[src/hdl/pmsfx_pkg.sv]
`timescale 1ns / 1ps
// Shared types and constants for the PCM mixer with sweep sound effect.
// No dependencies; every other file of the block uses this package.
package pmsfx_pkg;

    // Field and register widths
    localparam int BYTE_W     = 8;
    localparam int SAMPLE_W   = 16;
    localparam int ADDR_W     = 18;
    localparam int VOL_W      = 12;
    localparam int ELEN_W     = 16;
    localparam int LLEN_W     = 19;
    localparam int CFG_IDX_W  = 2;
    localparam int CFG_DATA_W = 19;

    // Register reset values
    localparam logic [VOL_W-1:0]  VOLUME_RESET        = 12'd1024;
    localparam logic [ELEN_W-1:0] EFFECT_LENGTH_RESET = 16'd4410;
    localparam logic [LLEN_W-1:0] LOOP_LENGTH_RESET   = 19'd220500;

    // Mixer arithmetic constants
    localparam logic signed [8:0]  MUSIC_BIAS  = 9'sd128;
    localparam logic signed [16:0] MUSIC_GAIN  = 17'sd200;
    localparam logic [9:0]         FREQ_LOW    = 10'd200;
    localparam logic [9:0]         FREQ_HIGH   = 10'd1000;
    localparam logic [24:0]        FREQ_SPAN   = 25'd800;
    localparam logic [31:0]        SAMPLE_RATE = 32'd22050;
    localparam logic [29:0]        SFX_AMP     = 30'd12000;
    localparam logic [31:0]        VOL_FULL    = 32'd4095;

    // Serial divider geometry and dividend bit counts per operation
    localparam int DIV_W     = 32;
    localparam int DIV_CNT_W = 6;
    localparam logic [DIV_CNT_W-1:0] NB_FREQ = 6'd25;
    localparam logic [DIV_CNT_W-1:0] NB_PER  = 6'd15;
    localparam logic [DIV_CNT_W-1:0] NB_MOD  = 6'd16;
    localparam logic [DIV_CNT_W-1:0] NB_AMP  = 6'd30;

    // Configuration register indexes
    typedef enum logic [CFG_IDX_W-1:0] {
        REG_VOLUME        = 2'd0,
        REG_EFFECT_LENGTH = 2'd1,
        REG_LOOP_LENGTH   = 2'd2
    } reg_idx_t;

    // Division jobs; all but DOP_VOL run on the shared divider
    typedef enum logic [2:0] {
        DOP_LOOP = 3'd0,
        DOP_FREQ = 3'd1,
        DOP_PER  = 3'd2,
        DOP_MOD  = 3'd3,
        DOP_AMP  = 3'd4,
        DOP_VOL  = 3'd5
    } div_op_t;

    // Controller states
    typedef enum logic [4:0] {
        ST_IDLE,
        ST_DECODE,
        ST_TRIG,
        ST_LOOP_WAIT,
        ST_FX,
        ST_FREQ_GO,
        ST_FREQ_WAIT,
        ST_PER_GO,
        ST_PER_WAIT,
        ST_MOD_GO,
        ST_MOD_WAIT,
        ST_AMP_GO,
        ST_AMP_WAIT,
        ST_MIX,
        ST_MUL,
        ST_VOL_GO,
        ST_VOL_WAIT,
        ST_OUT
    } state_t;

    // Controller to datapath commands
    typedef struct packed {
        logic    capture;
        logic    trig;
        logic    loop_inc;
        logic    div_start;
        logic    div_take;
        div_op_t div_op;
        logic    fx_prep;
        logic    sfx_clr;
        logic    mix_load;
        logic    mul_load;
        logic    vol_est;
        logic    out_load;
    } cmd_t;

    // Datapath to controller status
    typedef struct packed {
        logic is_trig;
        logic loop_fast;
        logic fx_active;
        logic div_done;
        logic out_free;
    } sts_t;

endpackage

[src/hdl/pmsfx_item_if.sv]
`timescale 1ns / 1ps
// Input request channel: operation code and music byte.
// Depends on pmsfx_pkg for field widths.
interface pmsfx_item_if;
    logic                           valid;
    logic                           ready;
    logic                           operation;
    logic [pmsfx_pkg::BYTE_W-1:0]   music_byte;

    modport source (output valid, output operation, output music_byte, input ready);
    modport sink   (input valid, input operation, input music_byte, output ready);
endinterface

[src/hdl/pmsfx_result_if.sv]
`timescale 1ns / 1ps
// Output request channel: mixed sample and next fetch address.
// Depends on pmsfx_pkg for field widths.
interface pmsfx_result_if;
    logic                                  valid;
    logic                                  ready;
    logic signed [pmsfx_pkg::SAMPLE_W-1:0] out_sample;
    logic [pmsfx_pkg::ADDR_W-1:0]          next_address;

    modport source (output valid, output out_sample, output next_address, input ready);
    modport sink   (input valid, input out_sample, input next_address, output ready);
endinterface

[src/hdl/pmsfx_cfg_if.sv]
`timescale 1ns / 1ps
// Configuration write channel: register index and write data.
// Depends on pmsfx_pkg for field widths.
interface pmsfx_cfg_if;
    logic                             valid;
    logic                             ready;
    logic [pmsfx_pkg::CFG_IDX_W-1:0]  index;
    logic [pmsfx_pkg::CFG_DATA_W-1:0] data;

    modport source (output valid, output index, output data, input ready);
    modport sink   (input valid, input index, input data, output ready);
endinterface

[src/hdl/pmsfx_div.sv]
`timescale 1ns / 1ps
// Shared restoring divider, one quotient bit per cycle, variable dividend length.
// Depends on pmsfx_pkg for widths.
module pmsfx_div
(
    input  logic                                clk,
    input  logic                                rst_n,
    input  logic                                start,
    input  logic [pmsfx_pkg::DIV_W-1:0]         dividend,
    input  logic [pmsfx_pkg::DIV_W-1:0]         divisor,
    input  logic [pmsfx_pkg::DIV_CNT_W-1:0]     nbits,
    output logic                                done,
    output logic [pmsfx_pkg::DIV_W-1:0]         quotient,
    output logic [pmsfx_pkg::DIV_W-1:0]         remainder
);

    localparam int W = pmsfx_pkg::DIV_W;
    localparam int CW = pmsfx_pkg::DIV_CNT_W;

    logic          busy_reg;
    logic [CW-1:0] cnt_reg;
    logic          done_reg;
    logic [W-1:0]  q_reg;
    logic [W-1:0]  r_reg;
    logic [W-1:0]  d_reg;
    logic [W:0]    r_shift;
    logic [W:0]    r_sub;
    logic          fits;

    // Shift in the next dividend bit and trial-subtract
    always_comb
    begin
        r_shift = {r_reg, q_reg[W-1]};
        r_sub   = r_shift - {1'b0, d_reg};
        fits    = (r_shift >= {1'b0, d_reg});
    end

    // Sequence control
    always_ff @(posedge clk or negedge rst_n)
    begin
        if (!rst_n)
        begin
            busy_reg <= 1'b0;
            cnt_reg  <= '0;
            done_reg <= 1'b0;
        end
        else
        begin
            done_reg <= busy_reg && (cnt_reg == CW'(1));
            if (start)
            begin
                busy_reg <= 1'b1;
                cnt_reg  <= nbits;
            end
            else if (busy_reg)
            begin
                cnt_reg <= cnt_reg - CW'(1);
                if (cnt_reg == CW'(1))
                    busy_reg <= 1'b0;
            end
        end
    end

    // Operand load and iteration; align the dividend to the top bit
    always_ff @(posedge clk)
    begin
        if (start)
        begin
            q_reg <= dividend << (CW'(W) - nbits);
            r_reg <= '0;
            d_reg <= divisor;
        end
        else if (busy_reg)
        begin
            r_reg <= fits ? r_sub[W-1:0] : r_shift[W-1:0];
            q_reg <= {q_reg[W-2:0], fits};
        end
    end

    assign done      = done_reg;
    assign quotient  = q_reg;
    assign remainder = r_reg;

`ifndef NO_ASSERTIONS
    a_start_idle : assert property (@(posedge clk) disable iff (!rst_n)
        start |-> !busy_reg)
        else $error("divider started while busy");
    a_divisor_nonzero : assert property (@(posedge clk) disable iff (!rst_n)
        start |-> (divisor != '0))
        else $error("divider started with zero divisor");
`endif

endmodule

[src/hdl/pmsfx_dp.sv]
`timescale 1ns / 1ps
// Datapath: configuration registers, loop and effect state, sweep and mix
// arithmetic, output register. Depends on pmsfx_pkg, the channel interfaces, pmsfx_div.
module pmsfx_dp
#(
    parameter int LOOP_MAX = 262144
)
(
    input  logic                          clk,
    input  logic                          rst_n,
    input  pmsfx_pkg::cmd_t               cmd,
    output pmsfx_pkg::sts_t               sts,
    input  logic                          operation,
    input  logic [pmsfx_pkg::BYTE_W-1:0]  music_byte,
    pmsfx_cfg_if.sink                     cfg,
    pmsfx_result_if.source                result
);

    localparam int PW = $clog2(LOOP_MAX);
    localparam logic [pmsfx_pkg::DIV_CNT_W-1:0] NB_LOOP = pmsfx_pkg::DIV_CNT_W'(PW + 1);
    localparam logic [31:0] LOOP_MAX_W = 32'(LOOP_MAX);

    // Configuration registers
    logic [pmsfx_pkg::VOL_W-1:0]  volume_reg;
    logic [pmsfx_pkg::ELEN_W-1:0] elen_cfg_reg;
    logic [pmsfx_pkg::LLEN_W-1:0] llen_cfg_reg;

    // Item and block state
    logic                 op_reg;
    logic signed [15:0]   music_reg;
    logic [PW-1:0]        pos_reg;
    logic                 armed_reg;
    logic [15:0]          latched_reg;
    logic [15:0]          epos_reg;

    // Effect working registers
    logic [24:0]          freq_num_reg;
    logic [14:0]          freq_div_reg;
    logic                 freq_up_reg;
    logic [29:0]          amp_num_reg;
    logic [9:0]           freq_reg;
    logic [6:0]           period_reg;
    logic                 sq_pos_reg;
    logic signed [15:0]   sfx_reg;
    logic signed [15:0]   mix_reg;
    logic                 mix_neg_reg;
    logic [27:0]          prod_reg;
    logic [16:0]          vest_reg;
    logic signed [15:0]   res_reg;

    // Output register
    logic                 out_valid_reg;
    logic signed [15:0]   out_sample_reg;
    logic [pmsfx_pkg::ADDR_W-1:0] out_addr_reg;

    // Combinational helpers
    logic [31:0]          len_clamp;
    logic [31:0]          pos_inc;
    logic [31:0]          pos_wide;
    logic [14:0]          half;
    logic                 half_zero;
    logic                 up;
    logic [15:0]          fdelta;
    logic signed [8:0]    centered;
    logic signed [16:0]   music_full;
    logic signed [16:0]   mix_sum;
    logic signed [16:0]   mix_ext;
    logic [16:0]          mix_mag;
    logic [28:0]          vsum;
    logic [28:0]          vrem;
    logic [16:0]          vquo;
    logic [15:0]          quo16;
    logic [pmsfx_pkg::DIV_W-1:0]     div_a;
    logic [pmsfx_pkg::DIV_W-1:0]     div_b;
    logic [pmsfx_pkg::DIV_CNT_W-1:0] div_n;
    logic                            div_done;
    logic [pmsfx_pkg::DIV_W-1:0]     div_quo;
    logic [pmsfx_pkg::DIV_W-1:0]     div_rem;

    assign cfg.ready = 1'b1;

    // Take configuration writes; unknown indexes are dropped
    always_ff @(posedge clk or negedge rst_n)
    begin
        if (!rst_n)
        begin
            volume_reg   <= pmsfx_pkg::VOLUME_RESET;
            elen_cfg_reg <= pmsfx_pkg::EFFECT_LENGTH_RESET;
            llen_cfg_reg <= pmsfx_pkg::LOOP_LENGTH_RESET;
        end
        else if (cfg.valid)
        begin
            unique case (cfg.index)
                pmsfx_pkg::REG_VOLUME:        volume_reg   <= cfg.data[pmsfx_pkg::VOL_W-1:0];
                pmsfx_pkg::REG_EFFECT_LENGTH: elen_cfg_reg <= cfg.data[pmsfx_pkg::ELEN_W-1:0];
                pmsfx_pkg::REG_LOOP_LENGTH:   llen_cfg_reg <= cfg.data[pmsfx_pkg::LLEN_W-1:0];
                default: ;
            endcase
        end
    end

    // Clamp the loop length to 1..LOOP_MAX and find the next position
    always_comb
    begin
        if (llen_cfg_reg == '0)
            len_clamp = 32'd1;
        else if (32'(llen_cfg_reg) > LOOP_MAX_W)
            len_clamp = LOOP_MAX_W;
        else
            len_clamp = 32'(llen_cfg_reg);
        pos_inc  = 32'(pos_reg) + 32'd1;
        pos_wide = 32'(pos_reg);
    end

    // Sweep geometry and music scaling
    always_comb
    begin
        half       = latched_reg[15:1];
        half_zero  = (half == '0);
        up         = (epos_reg < {1'b0, half});
        fdelta     = up ? epos_reg : (epos_reg - {1'b0, half});
        centered   = $signed({1'b0, music_byte}) - pmsfx_pkg::MUSIC_BIAS;
        music_full = 17'(centered) * pmsfx_pkg::MUSIC_GAIN;
        mix_sum    = 17'(music_reg) + 17'(sfx_reg);
        mix_ext    = 17'(mix_reg);
        mix_mag    = mix_reg[15] ? 17'(-mix_ext) : 17'(mix_ext);
    end

    // Divide the scaled magnitude by 4095: estimate low by at most one, then correct
    always_comb
    begin
        vsum  = 29'(prod_reg) + 29'(prod_reg[27:12]) + 29'(prod_reg[27:24]);
        vrem  = 29'(prod_reg) + 29'(vest_reg) - {vest_reg, 12'd0};
        vquo  = vest_reg + 17'(vrem >= 29'(pmsfx_pkg::VOL_FULL));
        quo16 = vquo[15:0];
    end

    // Select divider operands for the current job
    always_comb
    begin
        unique case (cmd.div_op)
            pmsfx_pkg::DOP_LOOP:
            begin
                div_a = pos_inc;
                div_b = len_clamp;
                div_n = NB_LOOP;
            end
            pmsfx_pkg::DOP_FREQ:
            begin
                div_a = 32'(freq_num_reg);
                div_b = 32'(freq_div_reg);
                div_n = pmsfx_pkg::NB_FREQ;
            end
            pmsfx_pkg::DOP_PER:
            begin
                div_a = pmsfx_pkg::SAMPLE_RATE;
                div_b = 32'(freq_reg);
                div_n = pmsfx_pkg::NB_PER;
            end
            pmsfx_pkg::DOP_MOD:
            begin
                div_a = 32'(epos_reg);
                div_b = 32'(period_reg);
                div_n = pmsfx_pkg::NB_MOD;
            end
            pmsfx_pkg::DOP_AMP:
            begin
                div_a = 32'(amp_num_reg);
                div_b = 32'(latched_reg);
                div_n = pmsfx_pkg::NB_AMP;
            end
            default:
            begin
                div_a = '0;
                div_b = 32'd1;
                div_n = pmsfx_pkg::NB_MOD;
            end
        endcase
    end

    pmsfx_div u_div
    (
        .clk       (clk),
        .rst_n     (rst_n),
        .start     (cmd.div_start),
        .dividend  (div_a),
        .divisor   (div_b),
        .nbits     (div_n),
        .done      (div_done),
        .quotient  (div_quo),
        .remainder (div_rem)
    );

    // Loop position and effect state
    always_ff @(posedge clk or negedge rst_n)
    begin
        if (!rst_n)
        begin
            pos_reg     <= '0;
            armed_reg   <= 1'b0;
            latched_reg <= '0;
            epos_reg    <= '0;
        end
        else
        begin
            if (cmd.trig)
            begin
                armed_reg   <= 1'b1;
                latched_reg <= elen_cfg_reg;
                epos_reg    <= '0;
            end
            if (cmd.loop_inc)
                pos_reg <= pos_inc[PW-1:0];
            if (cmd.div_take && cmd.div_op == pmsfx_pkg::DOP_LOOP)
                pos_reg <= div_rem[PW-1:0];
            if (cmd.div_take && cmd.div_op == pmsfx_pkg::DOP_AMP)
                epos_reg <= epos_reg + 16'd1;
        end
    end

    // Capture the item and run the effect and mix arithmetic
    always_ff @(posedge clk)
    begin
        if (cmd.capture)
        begin
            op_reg    <= operation;
            music_reg <= music_full[15:0];
        end
        if (cmd.fx_prep)
        begin
            freq_num_reg <= 25'(fdelta) * pmsfx_pkg::FREQ_SPAN;
            freq_div_reg <= half_zero ? 15'd1 : half;
            freq_up_reg  <= up || half_zero;
            amp_num_reg  <= 30'(latched_reg - epos_reg) * pmsfx_pkg::SFX_AMP;
        end
        if (cmd.div_take)
        begin
            unique case (cmd.div_op)
                pmsfx_pkg::DOP_FREQ:
                    freq_reg <= freq_up_reg ? (pmsfx_pkg::FREQ_LOW + div_quo[9:0])
                                            : (pmsfx_pkg::FREQ_HIGH - div_quo[9:0]);
                pmsfx_pkg::DOP_PER:
                    period_reg <= div_quo[6:0];
                pmsfx_pkg::DOP_MOD:
                    sq_pos_reg <= (div_rem[6:0] < (period_reg >> 1));
                pmsfx_pkg::DOP_AMP:
                    sfx_reg <= sq_pos_reg ? $signed(16'(div_quo[13:0]))
                                          : -$signed(16'(div_quo[13:0]));
                pmsfx_pkg::DOP_VOL:
                    res_reg <= mix_neg_reg ? $signed(16'(-quo16)) : $signed(quo16);
                default: ;
            endcase
        end
        if (cmd.sfx_clr)
            sfx_reg <= '0;
        if (cmd.mix_load)
            mix_reg <= mix_sum[15:0];
        if (cmd.mul_load)
        begin
            mix_neg_reg <= mix_reg[15];
            prod_reg    <= 28'(mix_mag) * 28'(volume_reg);
        end
        if (cmd.vol_est)
            vest_reg <= vsum[28:12];
        if (cmd.trig)
            res_reg <= '0;
    end

    // Output register: hold the result until the sink takes it
    always_ff @(posedge clk or negedge rst_n)
    begin
        if (!rst_n)
            out_valid_reg <= 1'b0;
        else if (cmd.out_load)
            out_valid_reg <= 1'b1;
        else if (result.ready)
            out_valid_reg <= 1'b0;
    end

    always_ff @(posedge clk)
    begin
        if (cmd.out_load)
        begin
            out_sample_reg <= res_reg;
            out_addr_reg   <= pos_wide[pmsfx_pkg::ADDR_W-1:0];
        end
    end

    assign result.valid        = out_valid_reg;
    assign result.out_sample   = out_sample_reg;
    assign result.next_address = out_addr_reg;

    // Status back to the controller
    always_comb
    begin
        sts.is_trig   = op_reg;
        sts.loop_fast = (pos_inc < len_clamp);
        sts.fx_active = armed_reg && (epos_reg < latched_reg);
        sts.div_done  = div_done;
        sts.out_free  = !out_valid_reg || result.ready;
    end

`ifndef NO_ASSERTIONS
    a_pos_in_loop : assert property (@(posedge clk) disable iff (!rst_n)
        (cmd.out_load && !op_reg) |-> (32'(pos_reg) < len_clamp))
        else $error("loop position outside loop length");
    a_period_range : assert property (@(posedge clk) disable iff (!rst_n)
        (cmd.div_take && cmd.div_op == pmsfx_pkg::DOP_PER)
            |-> (div_quo >= 32'd22 && div_quo <= 32'd110))
        else $error("square wave period out of range");
`endif

endmodule

[src/hdl/pmsfx_ctrl.sv]
`timescale 1ns / 1ps
// Controller state machine: sequences the divider jobs and the mix for each tick request.
// Depends on pmsfx_pkg for states, commands and status.
module pmsfx_ctrl
(
    input  logic            clk,
    input  logic            rst_n,
    input  logic            item_valid,
    output logic            item_ready,
    input  pmsfx_pkg::sts_t sts,
    output pmsfx_pkg::cmd_t cmd
);

    pmsfx_pkg::state_t state_reg;
    pmsfx_pkg::state_t state_next;

    // State register
    always_ff @(posedge clk or negedge rst_n)
    begin
        if (!rst_n)
            state_reg <= pmsfx_pkg::ST_IDLE;
        else
            state_reg <= state_next;
    end

    // Next state
    always_comb
    begin
        state_next = state_reg;
        unique case (state_reg)
            pmsfx_pkg::ST_IDLE:
                if (item_valid)
                    state_next = pmsfx_pkg::ST_DECODE;
            pmsfx_pkg::ST_DECODE:
                if (sts.is_trig)
                    state_next = pmsfx_pkg::ST_TRIG;
                else if (sts.loop_fast)
                    state_next = pmsfx_pkg::ST_FX;
                else
                    state_next = pmsfx_pkg::ST_LOOP_WAIT;
            pmsfx_pkg::ST_TRIG:
                state_next = pmsfx_pkg::ST_OUT;
            pmsfx_pkg::ST_LOOP_WAIT:
                if (sts.div_done)
                    state_next = pmsfx_pkg::ST_FX;
            pmsfx_pkg::ST_FX:
                state_next = sts.fx_active ? pmsfx_pkg::ST_FREQ_GO : pmsfx_pkg::ST_MIX;
            pmsfx_pkg::ST_FREQ_GO:
                state_next = pmsfx_pkg::ST_FREQ_WAIT;
            pmsfx_pkg::ST_FREQ_WAIT:
                if (sts.div_done)
                    state_next = pmsfx_pkg::ST_PER_GO;
            pmsfx_pkg::ST_PER_GO:
                state_next = pmsfx_pkg::ST_PER_WAIT;
            pmsfx_pkg::ST_PER_WAIT:
                if (sts.div_done)
                    state_next = pmsfx_pkg::ST_MOD_GO;
            pmsfx_pkg::ST_MOD_GO:
                state_next = pmsfx_pkg::ST_MOD_WAIT;
            pmsfx_pkg::ST_MOD_WAIT:
                if (sts.div_done)
                    state_next = pmsfx_pkg::ST_AMP_GO;
            pmsfx_pkg::ST_AMP_GO:
                state_next = pmsfx_pkg::ST_AMP_WAIT;
            pmsfx_pkg::ST_AMP_WAIT:
                if (sts.div_done)
                    state_next = pmsfx_pkg::ST_MIX;
            pmsfx_pkg::ST_MIX:
                state_next = pmsfx_pkg::ST_MUL;
            pmsfx_pkg::ST_MUL:
                state_next = pmsfx_pkg::ST_VOL_GO;
            pmsfx_pkg::ST_VOL_GO:
                state_next = pmsfx_pkg::ST_VOL_WAIT;
            pmsfx_pkg::ST_VOL_WAIT:
                state_next = pmsfx_pkg::ST_OUT;
            pmsfx_pkg::ST_OUT:
                if (sts.out_free)
                    state_next = pmsfx_pkg::ST_IDLE;
            default:
                state_next = pmsfx_pkg::ST_IDLE;
        endcase
    end

    // Commands
    always_comb
    begin
        cmd        = '0;
        item_ready = 1'b0;
        unique case (state_reg)
            pmsfx_pkg::ST_IDLE:
            begin
                item_ready  = 1'b1;
                cmd.capture = item_valid;
            end
            pmsfx_pkg::ST_DECODE:
            begin
                cmd.div_op = pmsfx_pkg::DOP_LOOP;
                if (!sts.is_trig)
                begin
                    cmd.loop_inc  = sts.loop_fast;
                    cmd.div_start = !sts.loop_fast;
                end
            end
            pmsfx_pkg::ST_TRIG:
                cmd.trig = 1'b1;
            pmsfx_pkg::ST_LOOP_WAIT:
            begin
                cmd.div_op   = pmsfx_pkg::DOP_LOOP;
                cmd.div_take = sts.div_done;
            end
            pmsfx_pkg::ST_FX:
            begin
                cmd.fx_prep = sts.fx_active;
                cmd.sfx_clr = !sts.fx_active;
            end
            pmsfx_pkg::ST_FREQ_GO:
            begin
                cmd.div_op    = pmsfx_pkg::DOP_FREQ;
                cmd.div_start = 1'b1;
            end
            pmsfx_pkg::ST_FREQ_WAIT:
            begin
                cmd.div_op   = pmsfx_pkg::DOP_FREQ;
                cmd.div_take = sts.div_done;
            end
            pmsfx_pkg::ST_PER_GO:
            begin
                cmd.div_op    = pmsfx_pkg::DOP_PER;
                cmd.div_start = 1'b1;
            end
            pmsfx_pkg::ST_PER_WAIT:
            begin
                cmd.div_op   = pmsfx_pkg::DOP_PER;
                cmd.div_take = sts.div_done;
            end
            pmsfx_pkg::ST_MOD_GO:
            begin
                cmd.div_op    = pmsfx_pkg::DOP_MOD;
                cmd.div_start = 1'b1;
            end
            pmsfx_pkg::ST_MOD_WAIT:
            begin
                cmd.div_op   = pmsfx_pkg::DOP_MOD;
                cmd.div_take = sts.div_done;
            end
            pmsfx_pkg::ST_AMP_GO:
            begin
                cmd.div_op    = pmsfx_pkg::DOP_AMP;
                cmd.div_start = 1'b1;
            end
            pmsfx_pkg::ST_AMP_WAIT:
            begin
                cmd.div_op   = pmsfx_pkg::DOP_AMP;
                cmd.div_take = sts.div_done;
            end
            pmsfx_pkg::ST_MIX:
                cmd.mix_load = 1'b1;
            pmsfx_pkg::ST_MUL:
                cmd.mul_load = 1'b1;
            // Estimate the volume quotient, then correct and take it
            pmsfx_pkg::ST_VOL_GO:
                cmd.vol_est = 1'b1;
            pmsfx_pkg::ST_VOL_WAIT:
            begin
                cmd.div_op   = pmsfx_pkg::DOP_VOL;
                cmd.div_take = 1'b1;
            end
            pmsfx_pkg::ST_OUT:
                cmd.out_load = sts.out_free;
            default: ;
        endcase
    end

`ifndef NO_ASSERTIONS
    a_take_ends_wait : assert property (@(posedge clk) disable iff (!rst_n)
        cmd.div_take |=> (state_reg != pmsfx_pkg::ST_LOOP_WAIT
                          && state_reg != pmsfx_pkg::ST_VOL_WAIT))
        else $error("controller stayed in a wait state after divider result");
`endif

endmodule

[src/hdl/pcm_mixer_with_sweep_sfx_unit.sv]
`timescale 1ns / 1ps
// Top level of the PCM mixer with sweep sound effect: controller plus datapath.
// Depends on pmsfx_pkg, the channel interfaces, pmsfx_ctrl and pmsfx_dp.
//
//   channel  | role  | payload
//   ---------+-------+------------------------------------------
//   item     | sink  | operation, music_byte
//   result   | source| out_sample, next_address
//   cfg      | sink  | index (0 volume, 1 effect_length, 2 loop_length), data
//
// One request at a time. A tick with an effect playing runs the four divider jobs of
// the sweep, each at one quotient bit per cycle; a tick that wraps the loop runs one
// more divider job for the loop position first.
// Reset clears the loop and effect state and loads the register defaults.
// The output register holds a result while the sink stalls; the next request is
// accepted meanwhile and waits in its last step only if the register is still full.
module pcm_mixer_with_sweep_sfx_unit
#(
    parameter int LOOP_MAX = 262144
)
(
    input  logic            clk,
    input  logic            rst_n,
    pmsfx_item_if.sink      item,
    pmsfx_result_if.source  result,
    pmsfx_cfg_if.sink       cfg
);

    pmsfx_pkg::cmd_t cmd;
    pmsfx_pkg::sts_t sts;
    logic            item_ready;

    assign item.ready = item_ready;

    pmsfx_ctrl u_ctrl
    (
        .clk        (clk),
        .rst_n      (rst_n),
        .item_valid (item.valid),
        .item_ready (item_ready),
        .sts        (sts),
        .cmd        (cmd)
    );

    pmsfx_dp
    #(
        .LOOP_MAX (LOOP_MAX)
    )
    u_dp
    (
        .clk        (clk),
        .rst_n      (rst_n),
        .cmd        (cmd),
        .sts        (sts),
        .operation  (item.operation),
        .music_byte (item.music_byte),
        .cfg        (cfg),
        .result     (result)
    );

endmodule

[src/flat_wrapper.sv]
// flat-port wrapper written by rule: the top's interface ports become plain ports
module pcm_mixer_with_sweep_sfx_unit_flat 
#(
    parameter int LOOP_MAX = 262144
)
  (clk, rst_n, item_valid, item_operation, item_music_byte, item_ready, result_valid, result_out_sample, result_next_address, result_ready, cfg_valid, cfg_index, cfg_data, cfg_ready);
  pmsfx_item_if item_i ();
  pmsfx_result_if result_i ();
  pmsfx_cfg_if cfg_i ();
  input  logic clk;
  input  logic rst_n;
  input wire logic [$bits(item_i.valid)-1:0] item_valid;
  input wire logic [$bits(item_i.operation)-1:0] item_operation;
  input wire logic [$bits(item_i.music_byte)-1:0] item_music_byte;
  output wire logic [$bits(item_i.ready)-1:0] item_ready;
  output wire logic [$bits(result_i.valid)-1:0] result_valid;
  output wire logic [$bits(result_i.out_sample)-1:0] result_out_sample;
  output wire logic [$bits(result_i.next_address)-1:0] result_next_address;
  input wire logic [$bits(result_i.ready)-1:0] result_ready;
  input wire logic [$bits(cfg_i.valid)-1:0] cfg_valid;
  input wire logic [$bits(cfg_i.index)-1:0] cfg_index;
  input wire logic [$bits(cfg_i.data)-1:0] cfg_data;
  output wire logic [$bits(cfg_i.ready)-1:0] cfg_ready;
  assign item_i.valid = item_valid;
  assign item_i.operation = item_operation;
  assign item_i.music_byte = item_music_byte;
  assign item_ready = item_i.ready;
  assign result_valid = result_i.valid;
  assign result_out_sample = result_i.out_sample;
  assign result_next_address = result_i.next_address;
  assign result_i.ready = result_ready;
  assign cfg_i.valid = cfg_valid;
  assign cfg_i.index = cfg_index;
  assign cfg_i.data = cfg_data;
  assign cfg_ready = cfg_i.ready;
  pcm_mixer_with_sweep_sfx_unit #(.LOOP_MAX(LOOP_MAX)) u_core (.clk(clk), .rst_n(rst_n), .item(item_i), .result(result_i), .cfg(cfg_i));
endmodule
[config.mk]
export PLATFORM = sky130hd
export DESIGN_NAME = pcm_mixer_with_sweep_sfx_unit_flat
export DESIGN_NICKNAME = d
export VERILOG_FILES = /design/src/hdl/pmsfx_pkg.sv /design/src/hdl/pmsfx_item_if.sv /design/src/hdl/pmsfx_result_if.sv /design/src/hdl/pmsfx_cfg_if.sv /design/src/hdl/pmsfx_div.sv /design/src/hdl/pmsfx_dp.sv /design/src/hdl/pmsfx_ctrl.sv /design/src/hdl/pcm_mixer_with_sweep_sfx_unit.sv /design/src/flat_wrapper.sv
export SDC_FILE = /design/constraint.sdc
export NUM_CORES = 2
export LEC_CHECK = 0
export CAP_MARGIN = 5
export CORE_MARGIN = 2
export CORE_UTILIZATION = 45
export CTS_CLUSTER_DIAMETER = 200
export DETAILED_ROUTE_END_ITERATION = 10
export DONT_BUFFER_PORTS = 1
export PLACE_DENSITY_LB_ADDON = 0.05
export SLEW_MARGIN = 20
export SYNTH_ARGS = -nofsm -noshare
export SYNTH_HDL_FRONTEND = slang
export SYNTH_SLANG_ARGS = --single-unit
[constraint.sdc]
create_clock -name clk -period 12.8 [get_ports clk]
set_clock_uncertainty 0.1 [all_clocks]
set_input_delay 1.28 -clock clk [delete_from_list [all_inputs] [get_ports clk]]
set_output_delay 1.28 -clock clk [all_outputs]
set_load 0.005 [all_outputs]
# --- Word level (Yosys, flattened, before mapping) ---
# Cells that the tools add are included.
op_classes:
  n_reduce_logical: 34
  n_lt_le_gt_ge: 7
  eq_ne: 32
  multipliers: 4
  shift: 1
  muxes: 48
  addsub: 19
op_table:
  columns: ["op", "n"]
  rows:
  - ["32-bit case mux with 5 select lines", 1]
  - ["30-bit case mux with 5 select lines", 1]
  - ["32-bit two-way mux", 3]
  - ["5-bit case mux with 17 select lines", 1]
  - ["16-bit two-way mux", 5]
  - ["5-bit by 4-bit equality test with 1-bit output, second input constant", 8]
  - ["19-bit two-way mux", 2]
  - ["18-bit two-way mux", 2]
  - ["5-bit two-way mux", 7]
  - ["33-bit by 32-bit greater-or-equal comparator with 1-bit output", 1]
  - ["19-bit by 32-bit < comparator with 1-bit output", 1]
  - ["30-bit by 6-bit left shift with 32-bit output", 1]
  - ["32-bit subtractor", 1]
  - ["30-bit by 9-bit multiplier with 25-bit output, second input constant", 1]
  - ["28-bit by 16-bit adder with 29-bit output", 1]
  - ["28-bit by 17-bit adder with 29-bit output", 1]
  - ["29-bit by 4-bit adder with 29-bit output", 1]
  - ["29-bit by 12-bit greater-or-equal comparator with 1-bit output, second input constant", 1]
  - ["29-bit subtractor", 1]
  - ["17-bit by 12-bit multiplier with 28-bit output", 1]
  - ["5-bit by 3-bit equality test with 1-bit output, second input constant", 4]
  - ["16-bit by 5-bit multiplier with 20-bit output, second input constant", 1]
  - ["5-bit case mux with 4 select lines", 1]
  - ["18-bit by 1-bit adder with 19-bit output, second input constant", 1]
  - ["51 further kinds", 97]
totals:
  in_bits: 35
  reg_bits: 429

# --- Longest topological paths before layout ---
depth:
  depth_word: 9
  depth_mapped: 31
  ltp_nobuf: 30

# --- Cells and area by module ---
# A second synthesis with hierarchy kept.
hier_totals:
  hier_cells: 4243
  area_unflattened_um2: 39311.5
modules_own_cells:
  columns: ["module", "cells_per_inst", "n_inst", "area_each_um2"]
  rows:
  - ["pmsfx_dp", 3326, 1, 31320.0]
  - ["pmsfx_div", 828, 1, 7393.3]
  - ["pmsfx_ctrl", 89, 1, 598.1]

# --- Worst setup path before layout ---
# No wires, ideal clock.
synth_path:
  kind: "reg2reg"
  start: "register u_core.u_dp.epos_reg[1]"
  end: "register u_core.u_dp.amp_num_reg[10] (enable)"
  period_less_slack_ns: 9.124
  setup_time_ns: 0.652
  stages_incl_launch_ff: 11
  required_time_ns: 12.048
  slack_ns: 3.676
  arrival_ns: 8.372
  cell_sequence: "dfrtp_1 inv_1 ha_1 nor2b_1 o21ai_0 a21boi_0 o21ai_0 a211oi_1 o311a_1 o221a_2 nor4b_1"
synth_lines:
  columns: ["element", "line_no", "text"]
  rows:
  - ["start: declaration", "pmsfx_dp.sv:34", "logic [15:0] epos_reg;"]
  - ["start signal: assignment", "pmsfx_dp.sv:217", "epos_reg <= epos_reg + 16'd1;"]
  - ["end signal: assignment", "pmsfx_dp.sv:234", "amp_num_reg <= 30'(latched_reg - epos_reg) * pmsfx_pkg::SFX_AMP;"]
  - ["end: declaration", "pmsfx_dp.sv:40", "logic [29:0] amp_num_reg;"]

# --- Final worst setup path ---
layout_path:
  start: "register u_core.u_dp.mix_reg[0]"
  end: "register u_core.u_dp.prod_reg[24] (data pin)"
layout_via:
  elab_chain_cells: 3
layout_lines:
  columns: ["element", "line_no", "text"]
  rows:
  - ["start: declaration", "pmsfx_dp.sv:45", "logic signed [15:0] mix_reg;"]
  - ["start signal: assignment", "pmsfx_dp.sv:257", "mix_reg <= mix_sum[15:0];"]
  - ["16-bit negator with 17-bit output", "pmsfx_dp.sv:126", "mix_mag = mix_reg[15] ? 17'(-mix_ext) : 17'(mix_ext);"]
  - ["17-bit two-way mux *", "pmsfx_dp.sv:126", null]
  - ["17-bit by 12-bit multiplier with 28-bit output *", "pmsfx_dp.sv:261", "prod_reg <= 28'(mix_mag) * 28'(volume_reg);"]
  - ["end signal: assignment", "pmsfx_dp.sv:261", null]
  - ["end: declaration", "pmsfx_dp.sv:47", "logic [27:0] prod_reg;"]
# Every way passes the cells marked *; elsewhere a longest branch is shown, timed or not.
# A chain may end at the register's enable or synchronous reset.

==> out/qor.yml <==
status:
  status: "finished, final reports clean"
timing:
  report.final.slew_viol_count: 0
  worst_pin_slew_ps: 1080
  rsz0062_at_grt: "false"
  fin_crit_ps: 7680
  fin_crit_sh: 0.600
  setup_viol: 0
  finalHoldViolCount: 0
  slew_headroom: 0.277
  tns_ps: 0
  fmax_ghz: 0.130
critical_path:
  r2r_start: "u_core.u_dp.mix_reg[0]"
  critPathMaxStageDelay_ps: 760
  crit_slowest_cell: "xor2_1"
  crit_type: "reg -> reg"
  crit_chain: "inv_1 -> ha_1 -> nand3_1 -> or2_2 -> o21ai_0 -> nand2_1 -> xor2_1 -> nand2_1 -> fa_1 -> fa_1 -> inv_1 -> fa_1 -> fa_1 -> inv_1 -> fa_1 -> inv_1 -> ha_1 -> or3_1 -> o21ai_0 -> o31ai_1 -> or4_1 -> a41o_1 -> a21oi_1 -> xnor2_1"
  critPathLaunch: "u_core.u_dp.mix_reg[0]"
  required_ps: 13070
  worst-path-max-fanout: 15
  cp-start-kind: "flop"
  worstSetupEndpointType: "flop"
  crit_top_cell: "fa_1"
  worstPathArrival_ps: 7950
yosys:
  synthTopCellsByArea: "edfxtp_1 (19%), fa_1 (14%), ha_1 (13%), dfrtp_1 (6.3%), inv_1 (5.7%)"
  synth_top_area_cell: "edfxtp_1"
  netlist_instances: 4020
  synth_seq_cells: 416
  seq_area_frac_synth: 0.301
  ys_warn_count: 0
  avgSynthCellArea_um2: 9.36
  synth_area_mm2: 0.0376
  synthFlopType: "edfxtp_1"
  synth_edf_count: 240
  synth_top_area_share: 0.192
  synth_cell_types: 95
  synthArstFlopShare: 0.269
job:
  cap_violations: 0
routing:
  first_iter_violations: 1982
  avgViaCountPerCell: 5.60
  wire_per_inst_um: 21.1
  drc: 0
  wl_um: 108000
  via_count: 28497
  drtPass1Iterations: 5
  ant_nets: 0
placed_design:
  gp_congestion: 0.919
  io_buffers: 0
  dp_hpwl_um: 84000
grt:
  grt_usage: 0.252
  grt_max_degree: 113
  first_global_vias: 27643
  antenna_found_initial: 9
  grt_pass1_wl_um: 167000
  overflow: 0
floorplan:
  dieWidth_um: 293
  die-area_mm2: 0.0860
  start_util: 0.452
  die_y_um: 293
  core.rowCount: 106
  pin_count: 72
  core_mm2: 0.0833
cts:
  h-tree-depth: 2
  cts_buffer_depth: 3
  cts_setup_buffers: 0
  cts_hold_buf: 0
  clk_latency_ps: 620
  clock_sinks: 416
  cts_inserted_buffers: 51
  cts_resized: 0
  clk_pin_slew_ps: 60
  cts_tree: "done"
  cts-root-buf: "clkbuf_16"
final_layout:
  fin_nets: 4633
  final_layout_size_suffix_gt1_frac: 0.0622
  syn_to_final_growth_pct: 7.53
  fillers: 7988
worst_hold_path:
  min_path_type: "in -> async"
per-stage QoR:
stage	instances	hold slack [ps]	setup slack (ps)	util	cell area [um^2]
CTS	5086	242	5010	0.485	40400
finish	5091	285	5120	0.486	40500
global route	5087	263	4580	0.486	40500
global placement	4990	315	5260	0.465	38700
floorplan	4030	303	3680	-	37700
detailed placement	4990	319	5060	0.465	38700
layer usage:
metal / up-vias / GRT usage / part of all wire
met5: - / 0 / 0.00042
met1: 13910 / 0.370 / 0.47
met3: 142 / 0.0380 / 0.061
met2: 752 / 0.392 / 0.44
met4: 6 / 0.0577 / 0.023
li1: 13687 / - / -
Yosys cell counts, types with 8 or more instances:
cell	number
inv_1	572
nand2_1	411
ha_1	381
nor2_1	265
fa_1	254
edfxtp_1	240
a21oi_1	167
xnor2_1	167
o21ai_0	163
clkbuf_1	117
dfrtp_1	95
nand3_1	90
and2_1	75
mux2_2	65
nor3_1	65
dfxtp_1	64
xor2_1	64
a211oi_1	56
a21o_1	46
mux2i_1	42
nand4_1	37
o21a_1	35
buf_2	29
and3_1	28
or3_1	28
nand2b_1	27
nor2b_1	27
a31oi_1	23
a222oi_1	22
o21bai_1	22
a22o_1	21
nor4_1	20
o211ai_1	20
a221o_1	18
dfstp_2	17
o22ai_1	17
o31ai_1	17
buf_1	15
or4_1	12
or2_2	11
a21boi_0	10
nor3b_1	10
a221oi_1	8
a22oi_1	8
a311oi_1	8
layout make-up:
type | count | area (um^2) | share of cell area
inverters | 573 | 2150 | 0.0531
repair buffers | 43 | 323 | 0.00798
well taps | 1080 | 1350 | 0.0334
clock buffers | 65 | 1380 | 0.0341
flip-flops and latches | 416 | 11300 | 0.280
multi-input cells | 2878 | 23600 | 0.583
diodes | 5 | 12.5 | 0.000309
clock inverters | 31 | 333 | 0.00822
kinds of logic after synthesis:
family | after synthesis | share of synthesized area
other | 2 | 0.000200
buffers and inverters | 736 | 0.0746
AND/OR/NAND/NOR | 1141 | 0.143
multiplexers | 109 | 0.0318
adder cells (fa/ha/maj) | 635 | 0.262
flip-flops | 416 | 0.301
XOR/XNOR | 233 | 0.0549
AO/OA/AOI/OAI | 748 | 0.133
cells in the final DEF (no fill, tap or decap), types with 23 or more instances in the layout:
cell / count
nand3_1: 90
dfrtp_1: 94
inv_1: 571
mux2i_1: 42
nand2b_1: 27
a211oi_1: 56
a21o_1: 46
a21oi_1: 167
nand4_1: 37
and3_1: 27
nor2_1: 263
xor2_1: 64
nor3_1: 64
xnor2_1: 164
buf_4: 43
dfxtp_1: 64
clkbuf_16: 52
or3_1: 28
o21ai_0: 161
fa_1: 254
and2_1: 75
edfxtp_1: 240
nand2_1: 411
nor2b_1: 27
o21a_1: 35
a31oi_1: 23
ha_1: 381
mux2_2: 65
worst max-delay path: cells and delay by family (launching register included):
kind            cells  cell delay (ps)
flops               1              590
xor+xnor            2              840
fa+ha+maj           7             2960
buf+inv             4              270
compound gates      5             1070
simple gates        6             1590
worst paths after layout:
check,endpoint,slack (ps),cells after the start
worst max-delay path,u_core.u_dp.prod_reg[24],5120,24
worst min-delay path,u_core.u_dp.volume_reg[11],290,0
worst max register to register,u_core.u_dp.prod_reg[24],5120,24
worst min register to register,u_core.u_dp.result.out_sample[3],330,0
max in group asynchronous,u_core.u_dp.llen_cfg_reg[16],11980,0
min in group clk,u_core.u_dp.result.out_sample[3],330,0
Power is not shown: default switching activity piles up to over one toggle a cycle in this logic, so the estimate is an artifact.
